--- config.mk ---
export PLATFORM = sky130hd
export DESIGN_NAME = sle_ctrl
export DESIGN_NICKNAME = d
export VERILOG_FILES = /design/src/hw/rtl/sle_pkg.sv /design/src/hw/rtl/sle_ctrl.sv
export SDC_FILE = /design/constraint.sdc
export NUM_CORES = 1
export LEC_CHECK = 0
export ABC_AREA = 0
export BUFFER_PORTS_ARGS = -buffer_cell sky130_fd_sc_hd__buf_4
export CAP_MARGIN = 0
export CORE_UTILIZATION = 45
export DETAILED_ROUTE_END_ITERATION = 16
export PLACE_DENSITY = 0.87
export RECOVER_POWER = 50
export SYNTH_ARGS = -nofsm -noshare
export SYNTH_HDL_FRONTEND = slang
export SYNTH_SLANG_ARGS = --single-unit
--- constraint.sdc ---
create_clock -name i_clk -period 2.4 [get_ports i_clk]
set_input_delay 0.12 -clock i_clk [delete_from_list [all_inputs] [get_ports i_clk]]
set_output_delay 0.12 -clock i_clk [all_outputs]
set_load 0.03 [all_outputs]
--- src/hw/rtl/sle_pkg.sv ---
// Shared package of the script line table editor.
// Holds the channel payload types, command codes and the controller/datapath
// command and status structs. No dependencies.
package sle_pkg;

    localparam int SCRIPTS_DEF    = 11;
    localparam int LINES_DEF      = 6;
    localparam int MAX_TOKENS_DEF = 16;
    localparam int WORD_BITS_DEF  = 64;

    localparam int CMD_W     = 3;
    localparam int SCRIPT_W  = 4;
    localparam int LINE_W    = 3;
    localparam int PAYLOAD_W = 64;
    localparam int TOKEN_W   = 5;
    localparam int LENGTH_W  = 3;

    localparam logic [CMD_W-1:0] CMD_READ      = 3'd0;
    localparam logic [CMD_W-1:0] CMD_OVERWRITE = 3'd1;
    localparam logic [CMD_W-1:0] CMD_INSERT    = 3'd2;
    localparam logic [CMD_W-1:0] CMD_DELETE    = 3'd3;
    localparam logic [CMD_W-1:0] CMD_COMMENT   = 3'd4;
    localparam logic [CMD_W-1:0] CMD_CLEAR     = 3'd5;

    // read address select
    localparam logic RD_AT_LINE   = 1'b0;
    localparam logic RD_SHIFT_SRC = 1'b1;

    // write select
    localparam logic [1:0] WR_NEW     = 2'd0;
    localparam logic [1:0] WR_SHIFT   = 2'd1;
    localparam logic [1:0] WR_COMMENT = 2'd2;

    // length update
    localparam logic [2:0] LEN_HOLD      = 3'd0;
    localparam logic [2:0] LEN_OVERWRITE = 3'd1;
    localparam logic [2:0] LEN_INSERT    = 3'd2;
    localparam logic [2:0] LEN_DELETE    = 3'd3;
    localparam logic [2:0] LEN_CLEAR     = 3'd4;

    typedef struct packed {
        logic [CMD_W-1:0]     command;
        logic [SCRIPT_W-1:0]  script;
        logic [LINE_W-1:0]    line;
        logic [PAYLOAD_W-1:0] payload;
        logic [TOKEN_W-1:0]   token_count;
        logic                 comment_flag;
    } t_req;

    typedef struct packed {
        logic [PAYLOAD_W-1:0] read_payload;
        logic [TOKEN_W-1:0]   read_tokens;
        logic                 read_comment;
        logic [LENGTH_W-1:0]  script_length;
        logic                 accepted;
    } t_rsp;

    typedef struct packed {
        logic       load_req;
        logic       load_ctx;
        logic       rd_en;
        logic       rd_sel;
        logic       wr_en;
        logic [1:0] wr_sel;
        logic [2:0] len_op;
        logic       clear_script;
        logic       blank;
        logic       idx_load;
        logic       idx_step;
        logic       set_ok;
        logic       res_load;
    } t_dp_cmd;

    typedef struct packed {
        logic [CMD_W-1:0] cmd;
        logic             script_ok;
        logic             line_ok;
        logic             del_go;
        logic             del_shift;
        logic             ins_shift;
        logic             shift_more;
        logic             out_free;
    } t_dp_stat;

endpackage

--- src/hw/rtl/sle_ctrl.sv ---
// Controller of the script line table editor: sequences decode, memory reads,
// line shifts, writes and the result hand-off. Depends on sle_pkg.
module sle_ctrl (
    input  logic              i_clk,
    input  logic              i_rst_n,
    input  logic              i_in_valid,
    output logic              o_in_ready,
    input  sle_pkg::t_dp_stat i_status,
    output sle_pkg::t_dp_cmd  o_cmd
);
    import sle_pkg::*;

    localparam logic [3:0] S_IDLE       = 4'd0;
    localparam logic [3:0] S_DECODE     = 4'd1;
    localparam logic [3:0] S_DISPATCH   = 4'd2;
    localparam logic [3:0] S_READ_RES   = 4'd3;
    localparam logic [3:0] S_COMMENT_WR = 4'd4;
    localparam logic [3:0] S_DEL_CHECK  = 4'd5;
    localparam logic [3:0] S_SHIFT      = 4'd6;
    localparam logic [3:0] S_DEL_BLANK  = 4'd7;
    localparam logic [3:0] S_INS_WRITE  = 4'd8;
    localparam logic [3:0] S_DONE       = 4'd9;

    logic [3:0] r_state;
    logic [3:0] n_state;
    t_dp_cmd    cmd;

    assign o_in_ready = (r_state == S_IDLE);

    always_comb begin
        cmd     = '0;
        n_state = r_state;
        case (r_state)
            S_IDLE: begin
                if (i_in_valid) begin
                    cmd.load_req = 1'b1;
                    n_state      = S_DECODE;
                end
            end
            S_DECODE: begin
                cmd.load_ctx = 1'b1;
                n_state      = S_DISPATCH;
            end
            S_DISPATCH: begin
                n_state = S_DONE;
                if (i_status.script_ok) begin
                    case (i_status.cmd)
                        CMD_READ: begin
                            if (i_status.line_ok) begin
                                cmd.rd_en  = 1'b1;
                                cmd.rd_sel = RD_AT_LINE;
                                n_state    = S_READ_RES;
                            end
                        end
                        CMD_OVERWRITE: begin
                            if (i_status.line_ok) begin
                                cmd.wr_en  = 1'b1;
                                cmd.wr_sel = WR_NEW;
                                cmd.len_op = LEN_OVERWRITE;
                                cmd.set_ok = 1'b1;
                            end
                        end
                        CMD_INSERT: begin
                            if (i_status.line_ok) begin
                                cmd.set_ok = 1'b1;
                                if (i_status.ins_shift) begin
                                    // prefetch the line above the last slot
                                    cmd.rd_en    = 1'b1;
                                    cmd.rd_sel   = RD_SHIFT_SRC;
                                    cmd.idx_load = 1'b1;
                                    n_state      = S_SHIFT;
                                end else begin
                                    n_state = S_INS_WRITE;
                                end
                            end
                        end
                        CMD_DELETE: begin
                            if (i_status.line_ok) begin
                                cmd.rd_en  = 1'b1;
                                cmd.rd_sel = RD_AT_LINE;
                                n_state    = S_DEL_CHECK;
                            end
                        end
                        CMD_COMMENT: begin
                            if (i_status.line_ok) begin
                                cmd.rd_en  = 1'b1;
                                cmd.rd_sel = RD_AT_LINE;
                                n_state    = S_COMMENT_WR;
                            end
                        end
                        CMD_CLEAR: begin
                            cmd.clear_script = 1'b1;
                            cmd.len_op       = LEN_CLEAR;
                            cmd.set_ok       = 1'b1;
                        end
                        default: begin
                        end
                    endcase
                end
            end
            S_READ_RES: begin
                cmd.set_ok = 1'b1;
                n_state    = S_DONE;
            end
            S_COMMENT_WR: begin
                cmd.wr_en  = 1'b1;
                cmd.wr_sel = WR_COMMENT;
                cmd.set_ok = 1'b1;
                n_state    = S_DONE;
            end
            S_DEL_CHECK: begin
                n_state = S_DONE;
                if (i_status.del_go) begin
                    cmd.set_ok = 1'b1;
                    cmd.len_op = LEN_DELETE;
                    if (i_status.del_shift) begin
                        cmd.rd_en    = 1'b1;
                        cmd.rd_sel   = RD_SHIFT_SRC;
                        cmd.idx_load = 1'b1;
                        n_state      = S_SHIFT;
                    end else begin
                        n_state = S_DEL_BLANK;
                    end
                end
            end
            S_SHIFT: begin
                // write the fetched line, fetch the next one
                cmd.wr_en  = 1'b1;
                cmd.wr_sel = WR_SHIFT;
                if (i_status.shift_more) begin
                    cmd.rd_en    = 1'b1;
                    cmd.rd_sel   = RD_SHIFT_SRC;
                    cmd.idx_step = 1'b1;
                end else if (i_status.cmd == CMD_DELETE) begin
                    n_state = S_DEL_BLANK;
                end else begin
                    n_state = S_INS_WRITE;
                end
            end
            S_DEL_BLANK: begin
                cmd.blank = 1'b1;
                n_state   = S_DONE;
            end
            S_INS_WRITE: begin
                cmd.wr_en  = 1'b1;
                cmd.wr_sel = WR_NEW;
                cmd.len_op = LEN_INSERT;
                n_state    = S_DONE;
            end
            S_DONE: begin
                // hold until the result register is free
                if (i_status.out_free) begin
                    cmd.res_load = 1'b1;
                    n_state      = S_IDLE;
                end
            end
            default: begin
                n_state = S_IDLE;
            end
        endcase
    end

    always_ff @(posedge i_clk) begin
        if (!i_rst_n) begin
            r_state <= S_IDLE;
        end else begin
            r_state <= n_state;
        end
    end

    assign o_cmd = cmd;

    a_shift_cmd: assert property (@(posedge i_clk) disable iff (!i_rst_n)
        (r_state == S_SHIFT) |->
            (i_status.cmd == CMD_INSERT || i_status.cmd == CMD_DELETE))
        else $error("line shift outside insert or delete");

    a_shift_exit: assert property (@(posedge i_clk) disable iff (!i_rst_n)
        (r_state == S_SHIFT && !i_status.shift_more) |=>
            (r_state == S_DEL_BLANK || r_state == S_INS_WRITE))
        else $error("line shift ends in a wrong state");

endmodule

# == Yosys cells after proc, flatten, opt, wreduce, memory -nomap -nowiden ==
# Cells that the tools add are included.
# totals
romBits,0
inputBits,13
wordCells,76
regBits,4
latchBits,0
out_inout_bits,17
mem_bits_rw,0
mem_count,0
# op_classes
bitwise_logic,0
shift,0
n_eq_ne,17
n_mux,51
n_reduce_logical,7
add_sub_neg,0
div,0
n_mul,0
order_cmp,0
# op_table
cell,n
two-way mux 4 bit,11
one-hot mux 4 bit (7 select lines),1
two-way mux 1 bit,20
== test 4 x 3 -> 1 bit (second input constant),4
one-hot mux 4 bit (4 select lines),1
two-way mux 2 bit,7
one-hot mux 3 bit (4 select lines),1
two-way mux 9 bit,1
one-hot mux 3 bit (3 select lines),1
== test 4 x 2 -> 1 bit (second input constant),2
== test 4 bit (second input constant),2
== test 3 x 2 -> 1 bit (second input constant),2
== test 3 bit (second input constant),2
two-way mux 6 bit,1
!= test 2 bit (second input constant),3
one-hot mux 2 bit (3 select lines),1
one-hot mux 3 bit (2 select lines),1
== test 4 x 1 -> 1 bit (second input constant),1
zero test 4 bit,1
one-hot mux 1 bit (2 select lines),2
one-hot mux 2 bit (2 select lines),1
OR reduction 2 bit,2
OR reduction 4 bit,1
== test 3 x 1 -> 1 bit (second input constant),1
other kinds (5),5

# == Depth between registers and ports, before layout ==
# Gate-level depths: netlist of the first run.
# logic_depth
depth_word,5
mapped_depth,5
ltp_nobuf,5

# == Worst setup path after synthesis of the first run ==
# No wires, ideal clock.
# synth_timing
kind,flip-flop to flip-flop
from,register r_state[0]
to,register r_state[1]
path_buffers,0
path_slack_ns,0.672
arrival_ns,1.648
path_stages_with_launch,5
period_less_slack_ns,1.728
cell_sequence,dfxtp_1 nor2b_1 nor3b_1 a31oi_1 a22oi_1
# synth_via
elab_chain_len,3
word_cells_on_any_way,16
classes_between,eq/ne: 12; mux: 1; reduce/logical: 3
# synth_rtl
item,line,rtl
"start, declared",sle_ctrl.sv:24,logic [3:0] r_state;
"start signal, assigned",sle_ctrl.sv:167,r_state <= n_state;
"== test 4 bit, or another cell as far along",sle_ctrl.sv:33,case (r_state)
OR reduction 4 bit (no line) / != test 2 bit (equally long branches),--,
one-hot mux 4 bit (7 select lines) / AND reduction 3 bit (equally long branches),--,
# Several ways; a longest one is shown, not always the timed one.
# A chain may end at the register's enable or synchronous reset.

==> flow_metrics.env, run 1 <==
export IMPL_vias_per_cell=6.01
export IMPL_cts_resized=0
export IMPL_hpwlAfterDp_um=1450
export IMPL_wl_per_cell_um=14.0
export IMPL_fmax_mhz=492
export IMPL_die_area_sq_mm=0.00159
export IMPL_syn_cell_area_sq_um=646
export IMPL_hp_class="input port to flip-flop"
export IMPL_grt_pass1_vias=688
export IMPL_clkPwrFrac_pct=24.2
export IMPL_netSwitchingPower_uw=159
export IMPL_arrival_ps=1910
export IMPL_grt_antenna_before_repair=0
export IMPL_drt_iter0_drc=19
export IMPL_nFillCells=128
export IMPL_slew_violations=0
export IMPL_finalCritPeriodShare_pct=84.7
export IMPL_synthFlopType="dfxtp_1"
export IMPL_hold_buffers=0
export IMPL_ys_async_sr_fraction_pct=0
export IMPL_rsz0062_at_grt="false"
export IMPL_grt_ovfl_total=0
export IMPL_hold_viol_final=0
export IMPL_core_region_area_sq_mm=0.00132
export IMPL_htree_levels=1
export IMPL_synthToLayoutAreaGrowth_pct=31.2
export IMPL_peakVddDrop_uv=257
export IMPL_synth_area_leaders="dfxtp_1, nor2b_1, nand2_1"
export IMPL_setup_viol=0
export IMPL_cts_sinks=4
export IMPL_crit_required_ps=2280
export IMPL_largest_register_ffs=4
export IMPL_worst_setup_path_type="flip-flop to output pin"
export IMPL_start_util_pct=49.0
export IMPL_ys_seq_area_share_pct=12.4
export IMPL_ios=30
export IMPL_syn_nets=106
export IMPL_pwr_share_seq_pct=27.3
export IMPL_ant_nets=0
export IMPL_leakage_uw=0.000400
export IMPL_tightest_slew_ps=517
export IMPL_num_vias=805
export IMPL_grt_start_max_net_pins=18
export IMPL_synth_avg_cell_area_sq_um=6.94
export IMPL_clockRootBuffer="clkbuf_4"
export IMPL_numCtsBuffers=3
export IMPL_period_minus_slack_ps=2030
export IMPL_drive_above_1_share_pct=25.2
export IMPL_reg2reg_depth=4
export IMPL_diodes=0
export IMPL_yosys_warnings=0
export IMPL_clockBufferDepth=2
export IMPL_clk_pin_slew_ps=40
export IMPL_fin_worst_skew_ps=2.47
export IMPL_power_density_mw_per_mm2=434
export IMPL_synth_edff_count=0
export IMPL_die_x_um=39.9
export IMPL_clk_insertion_delay_late_ps=250
export IMPL_p_int_uw=209
export IMPL_swShare_pct=43.2
export IMPL_post_cts_setup_buffer_count=0
export IMPL_start_kind="flip-flop"
export IMPL_drtPass1Iterations=4
export IMPL_ys_types=40
export IMPL_drc_errors=0
export IMPL_grt_use_total_pct=28.3
export IMPL_crit_path_end_kind="output pin"
export IMPL_regMostFlops="r_state"
export IMPL_synth_top_area_share_pct=12.4
export IMPL_synth_top_area_cell="dfxtp_1"
export IMPL_ys_ff_latch=4
export IMPL_finalPower_uw=368
export IMPL_setup_tns_ps=0
export IMPL_reg_top3="r_state: 4 flops"
export IMPL_portBuffers=29
export IMPL_status="finished clean"
export IMPL_drt_wl_total_um=1870
export IMPL_nets=134
export IMPL_hold_path_depth=3
export IMPL_max_slew_margin_pct=65.5
export IMPL_cts_tree="done"
export IMPL_place_congestion=0.857
export IMPL_die_height_um=39.9
export IMPL_synth_cells=93
export IMPL_combPwrFrac_pct=48.5
export IMPL_grt_first_pass_wirelength_um=2960
export IMPL_max_cap_violations=0
export IMPL_rows=13
export IMPL_cp_max_fo=17
## synth_stat cells, types with 4 or more instances
cell,number
nand2_1,8
dfxtp_1,4
and3_1,4
nor2b_1,6
o21ai_0,5
nor2_1,5
a21oi_1,4
inv_1,4
nor3_1,4
## power by group through the flow
stage                     Sequential [uW]  Clock [uW]  Combinational (uW)
after floorplan                      82.7           0                 144
after global placement               99.3           0                 186
after detailed placement              101           0                 189
after CTS                            99.3        88.9                 189
after global routing                  103        94.7                 195
final                                 100        89.2                 178
## area by class of cell
type	count	area [sq um]	area share [%]
sequential	4	80.1	9.45
timing repair buffer	29	199	23.5
tap	15	18.8	2.22
multi-input combinational	79	512	60.4
clock buffer	3	22.5	2.66
inverter	4	15.0	1.77
## placed cells by master (no fill, tap or decap), types with 3 or more instances in the layout
master,instances
a21o_1,3
a21oi_1,4
a22oi_1,3
a31oi_1,3
and3_1,4
buf_4,24
clkbuf_1,5
clkbuf_4,3
dfxtp_1,4
inv_1,4
nand2_1,8
nand2b_1,3
nand3_1,3
nor2_1,5
nor2b_1,6
nor3_1,4
o211ai_1,3
o21ai_0,5
## cell families (layout without fill, tap and decap cells)
family	Yosys count	in the layout	synth area share (%)
and+or+nand+nor	46	46	43.2
DFF	4	4	12.4
buffers and inverters	10	36	6.98
xor gates and xnor gates	1	1	1.36
AOI/OAI and AO/OA	31	31	34.5
muxes	1	1	1.55
## layer usage
metal | wire length [um] | share of wire, % | global-route usage (%)
met2 | 948 | 51 | 49.6
met1 | 760 | 41 | 31.0
met5 | 0 | 0 | 0
met4 | 59 | 3.1 | 12.9
met3 | 107 | 5.7 | 6.82
## critical path, stage by stage, from the launching register on
cell	delay, ps
dfxtp_1	610
nor2b_1	340
and3_1	240
nand4b_1	150
o21ai_0	130
buf_4	190
## stage by stage
stage | utilization (%) | cell area (sq um) | hold slack [ps] | std cells | setup slack, ps
final | 64.3 | 847 | 214 | 134 | 366
after global routing | 64.3 | 847 | 246 | 134 | 186
after detailed placement | 64.7 | 852 | 464 | 131 | 664
after global placement | 64.7 | 852 | 460 | 131 | 708
after CTS | 66.4 | 875 | 213 | 134 | 408
after floorplan | - | 646 | 306 | 93 | 672
## path summary, 6_finish.rpt
| path | startpoint | end | slack, ps |
|---|---|---|---|
| worst min-delay path | i_rst_n | r_state[2] | 210 |
| worst min register to register | r_state[2] | r_state[0] | 860 |
| worst max register to register | r_state[2] | r_state[2] | 700 |
| worst max-delay path | r_state[1] | o_cmd[11] | 370 |
(Power assumes the default switching activity.)
==> run 2, diff against run 1 <==
Settings changed: ABC_AREA 0 to 1, CORE_UTILIZATION 45 to 40, PLACE_DENSITY 0.87 to 0.83.
Clock period 2.4 ns to 1.8 ns, I/O delays scaled along.
==> run 2 against run 1 <==
  * Cell count increased by 28%
  * Die area is 8.2% higher
  * Wire length is 3.9% lower
  * First-iteration DRC count down 16%
  * Non-clock buffer count stayed put
  * Clock-buffer cell count did not move
  * Via count is 9.9% higher
  * Combinational power increased by 39%
  * Critical endpoint unchanged
==> flow_metrics.env, run 2 <==
export IMPL_fin_worst_skew_ps=12.7
export IMPL_leakage_uw=0.000488
export IMPL_grt_ovfl_total=0
export IMPL_cp_slowest_cell="dfxtp_1"
export IMPL_rr_endpoint="r_state[0]"
export IMPL_synthFlopType="dfxtp_1"
export IMPL_regMostFlops="r_state"
export IMPL_finalCritPeriodShare_pct=93.1
export IMPL_yosys_warnings=0
export IMPL_wl_per_cell_um=10.5
export IMPL_die_x_um=41.5
export IMPL_synth_most_common_cell="nand2_1"
export IMPL_cp_max_fo=4
export IMPL_fmax_mhz=596
export IMPL_peakVddDrop_uv=456
export IMPL_synth_top_area_share_pct=25.3
export IMPL_synth_common_cells="nand2_1, nor2_1, inv_1"
export IMPL_drtPass1Iterations=4
export IMPL_grt_antenna_before_repair=0
export IMPL_max_stage_delay_ps=370
export IMPL_setup_viol=0
export IMPL_hold_viol_final=0
export IMPL_grt_pass1_vias=788
export IMPL_crit_path_end_kind="output pin"
export IMPL_synth_area_leaders="nand2_1, dfxtp_1, nor2_1"
export IMPL_reg2reg_depth=6
export IMPL_syn_cell_area_sq_um=623
export IMPL_whs_ps=131
export IMPL_crit_end="o_cmd[11]"
export IMPL_syn_nets=140
export IMPL_ys_ff_latch=4
export IMPL_ys_async_sr_fraction_pct=0
export IMPL_hold_buffers=0
export IMPL_arrival_ps=1590
export IMPL_rsz0062_at_grt="false"
export IMPL_r2r_slack_ps=340
export IMPL_drc_errors=0
export IMPL_reg_top3="r_state: 4 flops"
export IMPL_layout_commonest_cell="nand2_1"
export IMPL_ys_types=20
export IMPL_synth_avg_cell_area_sq_um=4.91
export IMPL_grt_use_total_pct=21.3
export IMPL_setup_tns_ps=0
export IMPL_cts_sinks=4
export IMPL_regToRegStartpoint="r_state[0]"
export IMPL_diodes=0
export IMPL_vias_per_cell=5.15
export IMPL_grt_first_pass_wirelength_um=2930
export IMPL_place_congestion=0.879
export IMPL_slew_violations=0
export IMPL_hpwlAfterDp_um=1490
export IMPL_crit_required_ps=1710
export IMPL_portBuffers=29
export IMPL_core_region_area_sq_mm=0.00137
export IMPL_die_area_sq_mm=0.00172
export IMPL_max_cap_violations=0
export IMPL_start_util_pct=45.6
export IMPL_drt_iter0_drc=16
export IMPL_ys_seq_area_share_pct=12.9
export IMPL_crit_chain="inv_2, nor2_2, nand2_2, nor2_4, nand4_1, o211ai_1, buf_4"
export IMPL_synthToLayoutAreaGrowth_pct=39.4
export IMPL_die_height_um=41.5
export IMPL_critical_path_startpoint="r_state[1]"
export IMPL_clk_insertion_delay_late_ps=250
export IMPL_synth_top_area_cell="nand2_1"
export IMPL_nets=172
export IMPL_period_minus_slack_ps=1680
export IMPL_clockBufferDepth=2
export IMPL_max_slew_margin_pct=72.6
export IMPL_clockRootBuffer="clkbuf_4"
export IMPL_num_vias=885
export IMPL_tightest_slew_ps=408
export IMPL_holdCritStartpoint="i_rst_n"
export IMPL_final_cell_mix="nand2_1, buf_4, nor2_1"
export IMPL_post_cts_setup_buffer_count=0
export IMPL_synth_cells=127
export IMPL_synth_edff_count=0
export IMPL_hp_class="input port to flip-flop"
export IMPL_largest_register_ffs=4
export IMPL_power_density_mw_per_mm2=554
export IMPL_htree_levels=1
export IMPL_worst_setup_path_type="flip-flop to output pin"
export IMPL_cts_tree="done"
export IMPL_start_kind="flip-flop"
export IMPL_hold_path_depth=3
export IMPL_clk_pin_slew_ps=40
export IMPL_numCtsBuffers=3
export IMPL_rows=13
export IMPL_status="finished clean"
export IMPL_ant_nets=0
export IMPL_ios=30
export IMPL_grt_start_max_net_pins=10
export IMPL_drive_above_1_share_pct=28.0
export IMPL_drt_wl_total_um=1800
run 2: cell count changes after synthesis, sizes merged, moves of 3 or more:
cell    delta
nor2b      -6
nand2b     -3
buf        -3
nand3      +5
nand4      +5
nand2     +36
a31oi      -3
and3       -4
nor2      +21
inv       +18
a21o       -3
a22oi      -3
run 2: worst min-delay path by stage:
stage                 endpoint  slack [ps]
floorplan             o_cmd[5]         230
global placement    r_state[3]         370
detailed placement  r_state[2]         380
CTS                 r_state[2]         120
global route        r_state[0]         170
finish              r_state[2]         130
run 2: metrics by stage:
stage | utilization (%) | setup WS, ps | instance area, sq um | cells | total power, uW
after detailed placement | 63.2 | 254 | 863 | 169 | 377
after global routing | 63.6 | 45.2 | 868 | 172 | 512
after CTS | 65.0 | 72.6 | 888 | 172 | 498
after global placement | 63.2 | 308 | 863 | 169 | 373
after floorplan | - | 205 | 638 | 127 | 288
final | 63.6 | 123 | 868 | 172 | 481
run 2: power by group:
group | switching [uW] | internal, uW
registers | 16.0 | 98.6
logic | 166 | 82.4
clock network | 42.8 | 74.9
run 2: cells by family (layout without fill, tap and decap cells):
logic type	after synthesis	in the layout	synth area share (%)
and+or+nand+nor	87	87	61.6
buffers and inverters	25	55	15.7
AOI/OAI and AO/OA	11	11	9.84
DFF	4	4	12.9
run 2: critical path, delay by kind of cell (launching register included):
family	cells	cell delay (ps)
DFF	1	370
buffers and inverters	2	270
and+or+nand+nor	4	590
AOI/OAI and AO/OA	1	130
run 2: layout make-up:
cell class                 instances  area, sq um
tap                               15         18.8
inverter                          23         86.3
fill                             142          498
multi-input combinational         98          462
clock buffer                       3         22.5
timing repair buffer              29          199
sequential                         4         80.1
run 2: metal layers:
| metal | GRT usage, % | wire [um] |
|---|---|---|
| met1 | 26.1 | 822 |
| met2 | 35.3 | 822 |
| met3 | 0 | 99 |
| met4 | 16.1 | 56 |
| met5 | 0 | 0 |
run 2: what timing repair did:
item / CTS / global route
gates resized for setup: 1 / 3
gates cloned: 0 / 0
setup endpoints to repair: 1 / 2
==> run 3, diff against run 2 <==
Settings changed: ABC_CLOCK_PERIOD_IN_PS from default to 1800, SETUP_SLACK_MARGIN from default to 0.2.
==> run 3 against run 2 <==
  * Power grew 5.9%
  * Core utilization rose by 5.4 points
  * Clock-buffer cell count unchanged
==> flow_metrics.env, run 3 (synthesis results as in run 2) <==
export IMPL_nets=175
export IMPL_cpMostUsedCell="nor2_4"
export IMPL_clk_insertion_delay_late_ps=250
export IMPL_grt_start_max_net_pins=10
export IMPL_drc_errors=0
export IMPL_largest_register_ffs=4
export IMPL_dpl_worst_slack_ps=254
export IMPL_crit_path_end_kind="output pin"
export IMPL_cts_sinks=4
export IMPL_setup_tns_ps=0
export IMPL_hold_viol_final=0
export IMPL_multi_input_area_sq_um=498
export IMPL_max_cap_violations=0
export IMPL_power_density_mw_per_mm2=541
export IMPL_clockRootBuffer="clkbuf_4"
export IMPL_numCtsBuffers=3
export IMPL_rsz0062_at_grt="true"
export IMPL_cp_slowest_cell="dfxtp_1"
export IMPL_wl_per_cell_um=11.1
export IMPL_nFillCells=135
export IMPL_clockBufferDepth=2
export IMPL_hpwlAfterDp_um=1490
export IMPL_worst_setup_path_type="flip-flop to output pin"
export IMPL_diodes=0
export IMPL_die_area_sq_mm=0.00172
export IMPL_ios=30
export IMPL_period_minus_slack_ps=1600
export IMPL_path_buf_inv=1
export IMPL_grt_use_total_pct=22.0
export IMPL_grt_first_pass_wirelength_um=3040
export IMPL_grt_antenna_before_repair=0
export IMPL_wl_met1_um=809
export IMPL_finalCritPeriodShare_pct=89.0
export IMPL_htree_levels=1
export IMPL_seq_area_sq_um=88.8
export IMPL_synthToLayoutAreaGrowth_pct=51.2
export IMPL_start_kind="flip-flop"
export IMPL_layout_commonest_cell="nand2_1"
export IMPL_core_region_area_sq_mm=0.00137
export IMPL_drt_wl_total_um=1940
export IMPL_fmax_mhz=624
export IMPL_wl_met2_um=927
export IMPL_grt_ovfl_total=0
export IMPL_setup_viol=0
export IMPL_dr_max_layer_used="met4"
export IMPL_cp_top_family="simple AND/OR/NAND/NOR gates"
export IMPL_regMostFlops="r_state"
export IMPL_drive_above_1_share_pct=33.8
export IMPL_grt_pass1_vias=812
export IMPL_fin_cells=175
export IMPL_finalInstanceArea_sq_um=942
export IMPL_cp_max_fo=7
export IMPL_dpl_cell_count=169
export IMPL_final_cell_mix="nand2_1, buf_4, nor2_1"
export IMPL_fin_worst_skew_ps=12.8
export IMPL_crit_chain="nor2_4, nand2_4, nor2_4, nand4_1, o211ai_1, buf_4"
export IMPL_layout_setup_ws_ps=198
export IMPL_drtPass1Iterations=4
export IMPL_hold_buffers=0
export IMPL_drt_iter0_drc=26
export IMPL_die_x_um=41.5
export IMPL_vias_per_cell=5.33
export IMPL_clk_pin_slew_ps=40
export IMPL_start_util_pct=45.6
export IMPL_slew_violations=0
export IMPL_cts_tree="done"
export IMPL_die_height_um=41.5
export IMPL_whs_ps=127
export IMPL_hp_class="input port to flip-flop"
export IMPL_crit_required_ps=1710
export IMPL_arrival_ps=1510
export IMPL_placed_cell_area_sq_um=863
export IMPL_max_stage_delay_ps=380
export IMPL_leakage_uw=0.000518
export IMPL_rows=13
export IMPL_reg_top3="r_state: 4 flops"
export IMPL_peakVddDrop_uv=440
export IMPL_dr_wl_met3_um=139
export IMPL_status="finished clean"
export IMPL_ant_nets=0
export IMPL_tightest_slew_ps=376
export IMPL_portBuffers=29
export IMPL_place_congestion=0.879
export IMPL_num_vias=932
export IMPL_max_slew_margin_pct=75.1
run 3: layout make-up:
class	count	share of cell area, %
Tap cell	15	1.99
Sequential cell	4	9.43
Inverter	23	9.43
Clock buffer	3	2.39
Multi-Input combinational cell	98	52.9
Timing Repair Buffer	32	23.9
run 3: per-stage QoR:
stage,total power [uW],util (%)
floorplan,288,-
global placement,373,63.2
detailed placement,377,63.2
CTS,509,67.5
global route,542,69.0
finish,509,69.0
run 3: final timing paths:
| kind | start | endpoint | slack [ps] | cells after the start |
|---|---|---|---|---|
| setup / recovery | r_state[0] | o_cmd[11] | 200 | 6 |
| hold / removal | i_rst_n | r_state[2] | 130 | 3 |
| setup reg to reg | r_state[0] | r_state[1] | 430 | 8 |
| hold reg to reg | r_state[1] | r_state[2] | 780 | 6 |
run 3: timing repair:
action / CTS / global route
gates resized for setup: 11 / 6
endpoints found under the setup margin: 8 / 7
pin swaps: 5 / 6
buffers inserted: 0 / 3
run 3: routing by layer:
| layer | track usage [%] | up-vias |
|---|---|---|
| met2 | 37.5 | 48 |
| met5 | 0 | - |
| met3 | 0 | 7 |
| li1 | - | 470 |
| met4 | 16.8 | 0 |
| met1 | 26.1 | 407 |
run 3: worst min-delay path, stage by stage:
cell and delay (ps):
buf_4 70, inv_1 50, a21oi_1 120
run 3: report_power, final:
part	switching [uW]	internal [uW]
sequential	20.8	98.0
combinational	175	96.9
clock	43.5	75.0
total	239	270
